===== config.mk =====
export PLATFORM = sky130hd
export DESIGN_NAME = sparse_challenge_sampler
export DESIGN_NICKNAME = d
export VERILOG_FILES = /design/src/scs_pkg.sv /design/src/sparse_challenge_sampler.sv /design/src/scs_ram.sv /design/src/scs_pair_fifo.sv
export SDC_FILE = /design/constraint.sdc
export NUM_CORES = 1
export LEC_CHECK = 0
export ABC_AREA = 1
export BUFFER_PORTS_ARGS = -buffer_cell sky130_fd_sc_hd__buf_2
export CAP_MARGIN = 10
export CORE_MARGIN = 1
export CORE_UTILIZATION = 35
export CTS_BUF_LIST = sky130_fd_sc_hd__clkbuf_16
export CTS_CLUSTER_DIAMETER = 40
export DETAILED_ROUTE_END_ITERATION = 10
export GPL_ROUTABILITY_DRIVEN = 0
export SLEW_MARGIN = 20
export SYNTH_ARGS = -nofsm -noshare
export SYNTH_HDL_FRONTEND = slang
export SYNTH_SLANG_ARGS = --single-unit

===== constraint.sdc =====
create_clock -name clk_i -period 6.5 [get_ports clk_i]
set_clock_uncertainty 0.05 [all_clocks]
set_input_delay 1.95 -clock clk_i [delete_from_list [all_inputs] [get_ports clk_i]]
set_output_delay 1.95 -clock clk_i [all_outputs]
set_load 0.02 [all_outputs]

===== src/scs_pkg.sv =====
`timescale 1ns / 1ps
// ----------------------------------------------------------------------------
// scs_pkg
// Shared widths, coefficient codes and the result pair type of the sparse
// challenge sampler.
// ----------------------------------------------------------------------------
package scs_pkg;

  localparam int unsigned COEFF_COUNT_DEF = 256;
  localparam int unsigned SIGN_BYTES      = 8;
  localparam int unsigned KAPPA_MAX       = 64;
  localparam int unsigned KAPPA_RST       = 60;

  localparam int unsigned BYTE_W  = 8;
  localparam int unsigned IDX_W   = 8;
  localparam int unsigned VAL_W   = 2;
  localparam int unsigned PIDX_W  = 9;
  localparam int unsigned KAPPA_W = 7;
  localparam int unsigned SCNT_W  = 4;
  localparam int unsigned SIGN_W  = 64;
  localparam int unsigned OUT_PAD = 16 - IDX_W - VAL_W;

  // Coefficient codes, two's complement
  localparam logic [VAL_W-1:0] COEFF_ZERO = 2'b00;
  localparam logic [VAL_W-1:0] COEFF_POS  = 2'b01;
  localparam logic [VAL_W-1:0] COEFF_NEG  = 2'b11;

  // Both writes caused by one accepted position byte
  typedef struct packed {
    logic [IDX_W-1:0] idx_a;   // place index i
    logic [VAL_W-1:0] val_a;   // old c[b]
    logic [IDX_W-1:0] idx_b;   // candidate b
    logic [VAL_W-1:0] val_b;   // sign value
    logic             done;
  } pair_t;

endpackage


===== src/sparse_challenge_sampler.sv =====
`timescale 1ns / 1ps
// ----------------------------------------------------------------------------
// sparse_challenge_sampler
// Builds a sparse +/-1 challenge from a stream of hash bytes (sample in ball).
// ----------------------------------------------------------------------------
// Pipeline: a position byte accepted into the read stage resolves old c[b] and
//   is pushed as a pair into the result queue, which presents its first write;
//   the second write follows once the first is taken.
// Flow: no byte is accepted while a position byte is in the read stage or the
//   result queue is full; each position byte makes two writes through the single
//   write port of the coefficient RAM. Sign, rejected and ignored bytes write none.
// Reset: asynchronous, active low; kappa returns to 60 and the coefficient
//   store reads as all zero through its per-entry valid bits, no sweep.
// ----------------------------------------------------------------------------
module sparse_challenge_sampler #(
  parameter int unsigned COEFF_COUNT = scs_pkg::COEFF_COUNT_DEF
) (
  input  logic                        clk_i,
  input  logic                        rst_ni,
  // configuration: kappa
  input  logic                        cfg_we_i,
  input  logic [scs_pkg::KAPPA_W-1:0] cfg_wdata_i,
  // byte stream in
  input  logic                        s_axis_tvalid,
  output logic                        s_axis_tready,
  input  logic [7:0]                  s_axis_tdata,   // [7:0] stream_byte
  input  logic                        s_axis_tuser,   // [0] first_byte
  // coefficient writes out
  output logic                        m_axis_tvalid,
  input  logic                        m_axis_tready,
  output logic [15:0]                 m_axis_tdata,   // [7:0] coeff_index,
                                                      // [9:8] coeff_value
  output logic                        m_axis_tlast,   // second write of a byte
  output logic                        m_axis_tuser    // [0] complete
);
  import scs_pkg::*;

  localparam int unsigned AW     = $clog2(COEFF_COUNT);
  localparam int unsigned LIM    = (COEFF_COUNT < KAPPA_MAX) ? COEFF_COUNT : KAPPA_MAX;
  localparam int unsigned RST_K  = (KAPPA_RST > LIM) ? LIM : KAPPA_RST;
  localparam logic [PIDX_W-1:0] PIDX_END  = PIDX_W'(COEFF_COUNT);
  localparam logic [PIDX_W-1:0] PIDX_LAST = PIDX_W'(COEFF_COUNT - 1);
  localparam logic [PIDX_W-1:0] PIDX_RST  = PIDX_W'(COEFF_COUNT - RST_K);

  // --------------------------------------------------------------------------
  // Accept side
  // --------------------------------------------------------------------------
  logic              in_acc;
  logic              first_acc;
  logic [BYTE_W-1:0] byte_b;

  // challenge state
  logic [KAPPA_W-1:0] kappa_q;
  logic [SIGN_W-1:0]  sign_q, sign_d;
  logic [SCNT_W-1:0]  scnt_q, scnt_d;
  logic [PIDX_W-1:0]  pidx_q, pidx_d;
  logic [COEFF_COUNT-1:0] vbit_q, vbit_d;

  // working values after an optional clear by the first byte
  logic [KAPPA_W-1:0] k_eff;
  logic [PIDX_W-1:0]  start_idx;
  logic [SIGN_W-1:0]  cur_sign;
  logic [SCNT_W-1:0]  cur_scnt;
  logic [PIDX_W-1:0]  cur_pidx;
  logic               place;

  // read stage
  logic              s1_vld_q;
  logic [IDX_W-1:0]  s1_i_q, s1_i_d;
  logic [IDX_W-1:0]  s1_b_q;
  logic [VAL_W-1:0]  s1_sv_q, s1_sv_d;
  logic              s1_done_q, s1_done_d;
  logic              s1_vbit_q;

  // most recent pair, to cover writes the RAM read has not yet seen
  logic              byp_vld_q, byp_vld_d;
  logic [IDX_W-1:0]  byp_i_q;
  logic [IDX_W-1:0]  byp_b_q;
  logic [VAL_W-1:0]  byp_old_q;
  logic [VAL_W-1:0]  byp_sv_q;
  logic              wr2_q;

  // RAM
  logic              ram_we;
  logic [AW-1:0]     ram_waddr;
  logic [VAL_W-1:0]  ram_wdata;
  logic [VAL_W-1:0]  ram_rdata;
  logic [VAL_W-1:0]  old_val;

  // result queue
  logic   q_full;
  logic   q_valid;
  logic   q_half;
  pair_t  q_head;
  pair_t  push_pair;

  assign byte_b    = s_axis_tdata;
  // one position byte in the read stage at a time; the queue must have room
  assign s_axis_tready = !s1_vld_q && !q_full;
  assign in_acc    = s_axis_tvalid && s_axis_tready;
  assign first_acc = in_acc && s_axis_tuser;

  // clamp kappa to 1..min(64, COEFF_COUNT)
  always_comb begin
    k_eff = kappa_q;
    if (kappa_q == '0) begin
      k_eff = KAPPA_W'(1);
    end else if (kappa_q > KAPPA_W'(LIM)) begin
      k_eff = KAPPA_W'(LIM);
    end
    start_idx = PIDX_END - PIDX_W'(k_eff);
  end

  always_comb begin
    cur_sign = s_axis_tuser ? '0 : sign_q;
    cur_scnt = s_axis_tuser ? '0 : scnt_q;
    cur_pidx = s_axis_tuser ? start_idx : pidx_q;

    sign_d    = sign_q;
    scnt_d    = scnt_q;
    pidx_d    = pidx_q;
    place     = 1'b0;
    s1_i_d    = cur_pidx[IDX_W-1:0];
    s1_sv_d   = cur_sign[0] ? COEFF_NEG : COEFF_POS;
    s1_done_d = (cur_pidx == PIDX_LAST);

    if (in_acc) begin
      sign_d = cur_sign;
      scnt_d = cur_scnt;
      pidx_d = cur_pidx;
      priority if (cur_scnt < SCNT_W'(SIGN_BYTES)) begin
        // fill the sign register, low byte first
        sign_d[cur_scnt[2:0]*BYTE_W +: BYTE_W] = byte_b;
        scnt_d = cur_scnt + SCNT_W'(1);
      end else if (cur_pidx >= PIDX_END) begin
        // challenge complete: drop the byte
      end else if ({1'b0, byte_b} > cur_pidx) begin
        // rejected candidate
      end else begin
        place  = 1'b1;
        sign_d = cur_sign >> 1;
        pidx_d = cur_pidx + PIDX_W'(1);
      end
    end
  end

  // --------------------------------------------------------------------------
  // Read stage: resolve old c[b], issue c[i] = old, queue the pair
  // --------------------------------------------------------------------------
  always_comb begin
    priority if (byp_vld_q && (byp_b_q == s1_b_q)) begin
      old_val = byp_sv_q;
    end else if (byp_vld_q && (byp_i_q == s1_b_q)) begin
      old_val = byp_old_q;
    end else if (s1_vbit_q) begin
      old_val = ram_rdata;
    end else begin
      old_val = COEFF_ZERO;
    end
  end

  // first write of the pair from the read stage, second in the following cycle;
  // a new challenge drops a second write still pending
  always_comb begin
    ram_we    = s1_vld_q || (wr2_q && !first_acc);
    ram_waddr = s1_vld_q ? s1_i_q[AW-1:0] : byp_b_q[AW-1:0];
    ram_wdata = s1_vld_q ? old_val : byp_sv_q;

    vbit_d = vbit_q;
    if (first_acc) begin
      vbit_d = '0;
    end else if (ram_we) begin
      vbit_d[ram_waddr] = 1'b1;
    end

    byp_vld_d = byp_vld_q;
    if (first_acc) begin
      byp_vld_d = 1'b0;
    end else if (s1_vld_q) begin
      byp_vld_d = 1'b1;
    end
  end

  always_ff @(posedge clk_i or negedge rst_ni) begin
    if (!rst_ni) begin
      kappa_q   <= KAPPA_W'(KAPPA_RST);
      sign_q    <= '0;
      scnt_q    <= '0;
      pidx_q    <= PIDX_RST;
      vbit_q    <= '0;
      s1_vld_q  <= 1'b0;
      byp_vld_q <= 1'b0;
      wr2_q     <= 1'b0;
    end else begin
      if (cfg_we_i) begin
        kappa_q <= cfg_wdata_i;
      end
      sign_q    <= sign_d;
      scnt_q    <= scnt_d;
      pidx_q    <= pidx_d;
      vbit_q    <= vbit_d;
      s1_vld_q  <= place;
      byp_vld_q <= byp_vld_d;
      wr2_q     <= s1_vld_q;
    end
  end

  always_ff @(posedge clk_i) begin
    if (place) begin
      s1_i_q    <= s1_i_d;
      s1_b_q    <= byte_b;
      s1_sv_q   <= s1_sv_d;
      s1_done_q <= s1_done_d;
      s1_vbit_q <= vbit_q[byte_b[AW-1:0]];
    end
    if (s1_vld_q) begin
      byp_i_q   <= s1_i_q;
      byp_b_q   <= s1_b_q;
      byp_old_q <= old_val;
      byp_sv_q  <= s1_sv_q;
    end
  end

  scs_ram #(
    .WIDTH (VAL_W),
    .DEPTH (COEFF_COUNT)
  ) u_coeff_ram (
    .clk_i   (clk_i),
    .we_i    (ram_we),
    .waddr_i (ram_waddr),
    .wdata_i (ram_wdata),
    .raddr_i (byte_b[AW-1:0]),
    .rdata_o (ram_rdata)
  );

  // --------------------------------------------------------------------------
  // Result side
  // --------------------------------------------------------------------------
  always_comb begin
    push_pair.idx_a = s1_i_q;
    push_pair.val_a = old_val;
    push_pair.idx_b = s1_b_q;
    push_pair.val_b = s1_sv_q;
    push_pair.done  = s1_done_q;
  end

  scs_pair_fifo u_pair_fifo (
    .clk_i   (clk_i),
    .rst_ni  (rst_ni),
    .push_i  (s1_vld_q),
    .pair_i  (push_pair),
    .pop_i   (m_axis_tvalid && m_axis_tready),
    .valid_o (q_valid),
    .half_o  (q_half),
    .full_o  (q_full),
    .head_o  (q_head)
  );

  // first item of a pair writes c[i], second writes c[b]
  assign m_axis_tvalid = q_valid;
  assign m_axis_tdata  = q_half ? {OUT_PAD'(0), q_head.val_b, q_head.idx_b}
                                : {OUT_PAD'(0), q_head.val_a, q_head.idx_a};
  assign m_axis_tlast  = q_half;
  assign m_axis_tuser  = q_head.done;

  // --------------------------------------------------------------------------
  // Checks
  // --------------------------------------------------------------------------
  a_one_write_port: assert property (@(posedge clk_i) disable iff (!rst_ni)
    !(s1_vld_q && wr2_q))
    else $error("two RAM writes in one cycle");

  a_second_write: assert property (@(posedge clk_i) disable iff (!rst_ni)
    s1_vld_q |=> wr2_q)
    else $error("second write of a pair not scheduled");

  a_stall_in_read: assert property (@(posedge clk_i) disable iff (!rst_ni)
    s1_vld_q |-> !s_axis_tready)
    else $error("byte accepted while read stage busy");

  a_pidx_range: assert property (@(posedge clk_i) disable iff (!rst_ni)
    pidx_q <= PIDX_END)
    else $error("place index beyond coefficient count");

endmodule


===== src/scs_ram.sv =====
`timescale 1ns / 1ps
// ----------------------------------------------------------------------------
// scs_ram
// Generic single-write, single-read RAM with registered read data.
// ----------------------------------------------------------------------------
module scs_ram #(
  parameter int unsigned WIDTH = 2,
  parameter int unsigned DEPTH = 256
) (
  input  logic                     clk_i,
  input  logic                     we_i,
  input  logic [$clog2(DEPTH)-1:0] waddr_i,
  input  logic [WIDTH-1:0]         wdata_i,
  input  logic [$clog2(DEPTH)-1:0] raddr_i,
  output logic [WIDTH-1:0]         rdata_o
);

  logic [WIDTH-1:0] mem_q [DEPTH];
  logic [WIDTH-1:0] rdata_q;

  always_ff @(posedge clk_i) begin
    if (we_i) begin
      mem_q[waddr_i] <= wdata_i;
    end
    rdata_q <= mem_q[raddr_i];
  end

  assign rdata_o = rdata_q;

endmodule


===== src/scs_pair_fifo.sv =====
`timescale 1ns / 1ps
// ----------------------------------------------------------------------------
// scs_pair_fifo
// Two-deep queue of result pairs, drained one write per cycle while the consumer is ready.
// ----------------------------------------------------------------------------
module scs_pair_fifo (
  input  logic            clk_i,
  input  logic            rst_ni,
  input  logic            push_i,
  input  scs_pkg::pair_t  pair_i,
  input  logic            pop_i,
  output logic            valid_o,
  output logic            half_o,
  output logic            full_o,
  output scs_pkg::pair_t  head_o
);
  import scs_pkg::*;

  pair_t       pair_q [2];
  logic        wptr_q, wptr_d;
  logic        rptr_q, rptr_d;
  logic [1:0]  cnt_q, cnt_d;
  logic        half_q, half_d;
  logic        pair_done;

  assign pair_done = pop_i && half_q;

  always_comb begin
    wptr_d = wptr_q;
    rptr_d = rptr_q;
    cnt_d  = cnt_q;
    half_d = half_q;
    if (push_i) begin
      wptr_d = ~wptr_q;
    end
    if (pop_i) begin
      half_d = ~half_q;
    end
    if (pair_done) begin
      rptr_d = ~rptr_q;
    end
    unique case ({push_i, pair_done})
      2'b10:   cnt_d = cnt_q + 2'd1;
      2'b01:   cnt_d = cnt_q - 2'd1;
      default: cnt_d = cnt_q;
    endcase
  end

  always_ff @(posedge clk_i or negedge rst_ni) begin
    if (!rst_ni) begin
      wptr_q <= 1'b0;
      rptr_q <= 1'b0;
      cnt_q  <= 2'd0;
      half_q <= 1'b0;
    end else begin
      wptr_q <= wptr_d;
      rptr_q <= rptr_d;
      cnt_q  <= cnt_d;
      half_q <= half_d;
    end
  end

  always_ff @(posedge clk_i) begin
    if (push_i) begin
      pair_q[wptr_q] <= pair_i;
    end
  end

  assign valid_o = (cnt_q != 2'd0);
  assign half_o  = half_q;
  assign full_o  = (cnt_q == 2'd2);
  assign head_o  = pair_q[rptr_q];

  a_no_overflow: assert property (@(posedge clk_i) disable iff (!rst_ni)
    push_i |-> (cnt_q != 2'd2))
    else $error("pair queue overflow");

endmodule

=== Yosys cells after proc, flatten, opt, wreduce, memory -nomap -nowiden ===
Memory sizes are Yosys's and may differ from the RTL's. A register that Yosys moved wholly into a read port is not among the register bits.
Index checks and enable logic that the tools add are counted.

* Bits in registers: 388
* RAM bits: 554
* Bits of input ports: 21
* Output and inout bits: 20
* Memories kept: 2

* $add $sub $neg: 6
* Magnitude comparators: 7
* Eq/ne operators: 6
* Shifts and indexed selects: 2
* Muxes and demuxes: 37
* Bitwise logic cells: 4
* Reductions and logical operators: 18

{| class="wikitable"
|+ Memory list
! memory !! depth !! width !! rd ports !! clocked after memory_dff !! write ports !! RTL line !! text
|-
| u_coeff_ram.mem_q || 256 || 2 || 1 || 1 || 1 || scs_ram.sv:18 || <nowiki>logic [WIDTH-1:0] mem_q [DEPTH];</nowiki>
|-
| u_pair_fifo.pair_q || 2 || 21 || 1 || 0 || 1 || scs_pair_fifo.sv:19 || <nowiki>pair_t pair_q [2];</nowiki>
|}

{| class="wikitable"
|+ Operators by type and width
! kind !! count
|-
| 256-bit two-way mux || 2
|-
| 64-bit two-way mux || 4
|-
| 256-bit OR || 1
|-
| 64-bit bitwise mux || 1
|-
| 8-bit by 34-bit variable shift with 64-bit output (first input constant) || 1
|-
| 8-bit by 34-bit variable part select with 64-bit output || 1
|-
| 9-bit two-way mux || 4
|-
| 6-bit negator with 34-bit output || 1
|-
| 8-bit by 9-bit less-than comparator with 1-bit output (second input constant) || 2
|-
| 8-bit == test || 2
|-
| 7-bit two-way mux || 2
|-
| 1-bit two-way mux || 12
|-
| 10-bit two-way mux || 1
|-
| 2-bit two-way mux || 5
|-
| 9-bit by 1-bit adder with 9-bit output (second input constant) || 1
|-
| 9-bit by 8-bit == test with 1-bit output (second input constant) || 1
|-
| 9-bit greater-or-equal comparator (second input constant) || 1
|-
| 8-bit by 9-bit > comparator with 1-bit output || 1
|-
| 1-bit logical AND || 9
|-
| 9-bit by 7-bit subtractor with 9-bit output (first input constant) || 1
|-
| 1-bit binary-select mux with 8-bit select || 1
|-
| 1-bit demux with 8-bit select || 1
|-
| 8-bit by 1-bit greater-or-equal comparator with 1-bit output (second input constant) || 1
|-
| 4-bit two-way mux || 2
|-
| other kinds (14) || 22
|}

=== Depth between registers and ports, before layout ===
* Word-level depth: 10
* Depth in mapped cells: 26

=== Cells and area by module ===
Synthesis repeated with hierarchy kept, for this count alone.

* Cell total of the unflattened synthesis: 5107
* Area total of the unflattened synthesis: 45147.0 um^2

{| class="wikitable"
|+ By module, submodules not included
! module !! times used !! cells each !! area each (um^2)
|-
| scs_ram || 1 || 2055 || 22126.2
|-
| sparse_challenge_sampler || 1 || 2913 || 21239.1
|-
| scs_pair_fifo || 1 || 139 || 1781.7
|}

=== Least setup slack after synthesis ===
No wires, ideal clock.

* Kind: reg2reg
* Start: register s1_vld_q
* End: memory u_coeff_ram.mem_q[0][0] (data pin)
* Arrival time: 4994 ps
* Setup slack: -339 ps
* Cell stages (with the launch flop): 3
* Buffers on the path: 1
* Period minus slack after synthesis: 6839 ps
* Cells stage by stage: dfrtp_1 > buf_2 > nand4_1

* Longest elaborated chain between the ends: 1

{| class="wikitable"
|+ Ends and longest elaborated chain
! element !! RTL line !! text
|-
| start, declared || sparse_challenge_sampler.sv:68 || <nowiki>logic s1_vld_q;</nowiki>
|-
| start signal, assigned || sparse_challenge_sampler.sv:202 || <nowiki>s1_vld_q <= place;</nowiki>
|-
| 2-bit two-way mux || sparse_challenge_sampler.sv:167 || <nowiki>ram_wdata = s1_vld_q ? old_val : byp_sv_q;</nowiki>
|-
| net ram_wdata[0] || sparse_challenge_sampler.sv:86 || <nowiki>logic [VAL_W-1:0] ram_wdata;</nowiki>
|-
| end, declared || scs_ram.sv:18 ||
|}

The timed path passes the listed nets, and every way through them passes these cells.

=== Worst setup path after layout ===
* Start: register u_pair_fifo.rptr_q
* End: output m_axis_tdata[2]

* Longest elaborated chain between the ends: 2

{| class="wikitable"
|+ Ends and longest elaborated chain
! element !! RTL line !! text
|-
| start, declared || scs_pair_fifo.sv:21 || <nowiki>logic rptr_q, rptr_d;</nowiki>
|-
| start signal, assigned || scs_pair_fifo.sv:57 || <nowiki>rptr_q <= rptr_d;</nowiki>
|-
| memory read 2 x 21 bit || -- ||
|-
| 10-bit two-way mux || sparse_challenge_sampler.sv:261 || <nowiki>assign m_axis_tdata = q_half ? {OUT_PAD'(0), q_head.val_b, q_head.idx_b}</nowiki>
|-
| end, declared || sparse_challenge_sampler.sv:31 || <nowiki>output logic [15:0] m_axis_tdata,</nowiki>
|}

Every way passes these cells.

==> impl_metrics.toml <==
[route]
drc_errors = 0
initialDrtViolationCount = 3413
vias = 33273
via_per_inst = 5.473
first_pass_iters = 6
finalWirelength_microns = 125400
routedWlPerCell_microns = 20.63
ant_nets = 0

[cells_and_area]
register_area_sq_um = 26480
stdcell_count = 6079
final_cell_mix = "nor2_1 (1206), o21ai_0 (601), edfxtp_1 (590), nand2_1 (352), dfrtp_1 (340)"
final_common_cell = "nor2_1"
drive_gt1_share_pct = 9.091
fillers = 11796
fin_nets = 4386
final_util_pct = 40.44
area_growth_pct = 13.94
multiInputGateArea_sq_um = 14120

[clock_tree]
ctsResizeCount = 0
worstSkewPairLatency_ns = 0.74
clkTransAtPathRegs_ns = 0.05
numCtsBuffers = 134
cts_num_sinks = 940
cts_setup_buffers = 0
clockRootBuffer = "clkbuf_16"
cts_tree = "built"
hold_buffers = 0
ctsLongestPathBuffers = 3
h-tree-depth = 4

[sta]
setup_violations = 0
final_hold_viol_count = 0
slew_headroom_pct = 25.47
fin_worst_hold_slack_ns = 0.3947
rsz0062_at_grt = "no"
min_period_ns = 4.753
slew_viol_final = 0
fmax_mhz = 210.4
worst_slew_pin_slew_ns = 1.117
finalCritPeriodShare_pct = 73.12

[power]
p_leak_nw = 18.32
ir_drop_mv = 0.2605
p_total_mw = 16.59
power_density_nw_per_um2 = 340.6

[setup_path]
crit_required_ns = 4.50
criticalPathCategory = "flip-flop to primary output"
cp-start-kind = "flip-flop"
worst_ep_arrival_time_ns = 2.75
end_kind = "primary output"
cp_max_fo = 22

[floorplan]
die_h_microns = 351.5
initial_utilization_pct = 35.49
ios = 41
row_count = 127
core_sq_um = 120400
die_w_microns = 351.5
dieArea_sq_um = 123500

[grt]
grt_pass1_wl_microns = 193700
grt_pass1_vias = 32690
antenna_found_initial = 0
overflow = 0
grt_max_degree = 241
grt_usage_pct = 20.34

[hold_path]
hold_path_class = "flip-flop to flip-flop"

[flow_run]
cap_violations = 0

[run_status]
status = "finished clean"

[yosys]
yosys_warnings = 0
synthArstFlopShare_pct = 37.02
syn_inst = 4433
synth-edff-count = 590
ys_seq_elements = 940
netlist_area_sq_um = 42750
ys_types = 53
syn_area_per_cell_sq_um = 9.644
synth_flop_cell = "edfxtp_1"
yosys.area.top_type_share_pct = 41.44
yosysSeqAreaShare_pct = 61.93
synth.largest_area_cell = "edfxtp_1"
yosys-top-cells-area = "edfxtp_1 (41%), dfrtp_1 (20%), nor2_1 (11%), o21ai_0 (7.0%), o22ai_1 (3.7%)"

[place]
dp_cells = 5829
place_hpwl_microns = 69960
port_buffers = 34
[synth_stat cells, types with 6 or more instances]
cell      count
nand2_1     353
o21bai_1     18
ha_1         12
buf_2        63
clkbuf_1    228
dfrtp_1     341
nor2_2       10
o21ai_2       6
o21ai_1      35
a21oi_1     109
a22oi_1      23
nand3_2      16
dfstp_2       7
buf_4        10
nand3_1      85
o22ai_1     256
o21a_1      122
buf_1         7
nor2_1     1209
nand4_1       8
o211ai_1      8
buf_6        10
edfxtp_1    590
inv_1       187
xor2_1        7
a32oi_1       7
inv_2        32
o32ai_1      13
o21ai_0     601
nor3_1        6
[logic make-up (layout without fill, tap and decap cells)]
| group | after synthesis | count (layout) | synth area share, % |
|---|---|---|---|
| multiplexers | 1 | 1 | 0.02634 |
| XOR/XNOR | 12 | 12 | 0.2458 |
| buffers and inverters | 539 | 567 | 5.180 |
| AND/OR/NAND/NOR | 1714 | 1714 | 15.92 |
| adder cells (fa/ha/maj) | 12 | 12 | 0.3512 |
| flip-flops | 940 | 940 | 61.93 |
| other | 1 | 7 | 0.008772 |
| AO/OA/AOI/OAI | 1214 | 1214 | 16.35 |
[path summary, 6_finish.rpt]
kind / startpoint / endpoint / slack, ns / cells past startpoint
max reg2reg: kappa_q[6]$_DFFE_PN0P_ / s1_done_q$_DFFE_PP_ / 2.19 / 19
min: s1_done_q$_DFFE_PP_ / u_pair_fifo.pair_q[0][0]$_DFFE_PP_ / 0.39 / 0
min in group asynchronous: rst_ni / u_pair_fifo.rptr_q$_DFFE_PN0P_ / 1.16 / 1
max in group asynchronous: rst_ni / vbit_q[82]$_DFFE_PN0P_ / 3.77 / 2
min reg2reg: s1_done_q$_DFFE_PP_ / u_pair_fifo.pair_q[0][0]$_DFFE_PP_ / 0.39 / 0
max: u_pair_fifo.rptr_q$_DFFE_PN0P_ / m_axis_tdata[2] / 1.75 / 4
[cell type report]
cell class / count / area share, %
diodes: 1 / 0.005137
clock buffers: 135 / 6.936
clock inverters: 114 / 2.047
inverters: 221 / 1.736
multi-input cells: 2959 / 28.99
flip-flops and latches: 940 / 54.35
well taps: 1612 / 4.141
repair buffers: 97 / 1.790
[metrics by stage]
stage	setup slack, ns	cell area [sq um]	setup TNS [ns]
6_report	1.747	48710	0
5_1_grt	1.479	48710	0
4_1_cts	1.685	48710	0
3_5_place_dp	1.182	44330	0
3_3_place_gp	1.242	44330	0
2_1_floorplan	-0.2510	42790	-64.25
[critical path: stages (launching register included)]
cell and delay, ns:
dfrtp_1 0.81, inv_1 0.53, o21ai_0 0.34, o22ai_1 0.14
buf_2 0.18
[layer usage]
metal,vias to the layer above,wire (microns),GRT usage [%]
met2,1408,57950,32.78
li1,15179,-,-
met5,-,0,0
met1,16438,54200,27.52
met3,248,9223,3.344
met4,0,4009,7.480
[sequential cells by signal, summed over array words and instances, names as in the netlist, 2 cells and up]
name	cells
u_coeff_ram.mem_q	512
vbit_q	256
sign_q	64
u_pair_fifo.pair_q	40
pidx_q	9
byp_b_q	8
byp_i_q	8
s1_b_q	8
s1_i_q	8
kappa_q	7
scnt_q	4
byp_old_q	2
u_coeff_ram.rdata_o	2
u_pair_fifo.cnt_q	2
[where the power goes]
part           total, mW  switching [mW]  internal (mW)
Sequential          6.80           0.160           6.64
Combinational       2.75            1.95          0.798
Clock               7.04            2.84           4.20
Power figures use the tool's default switching activity.
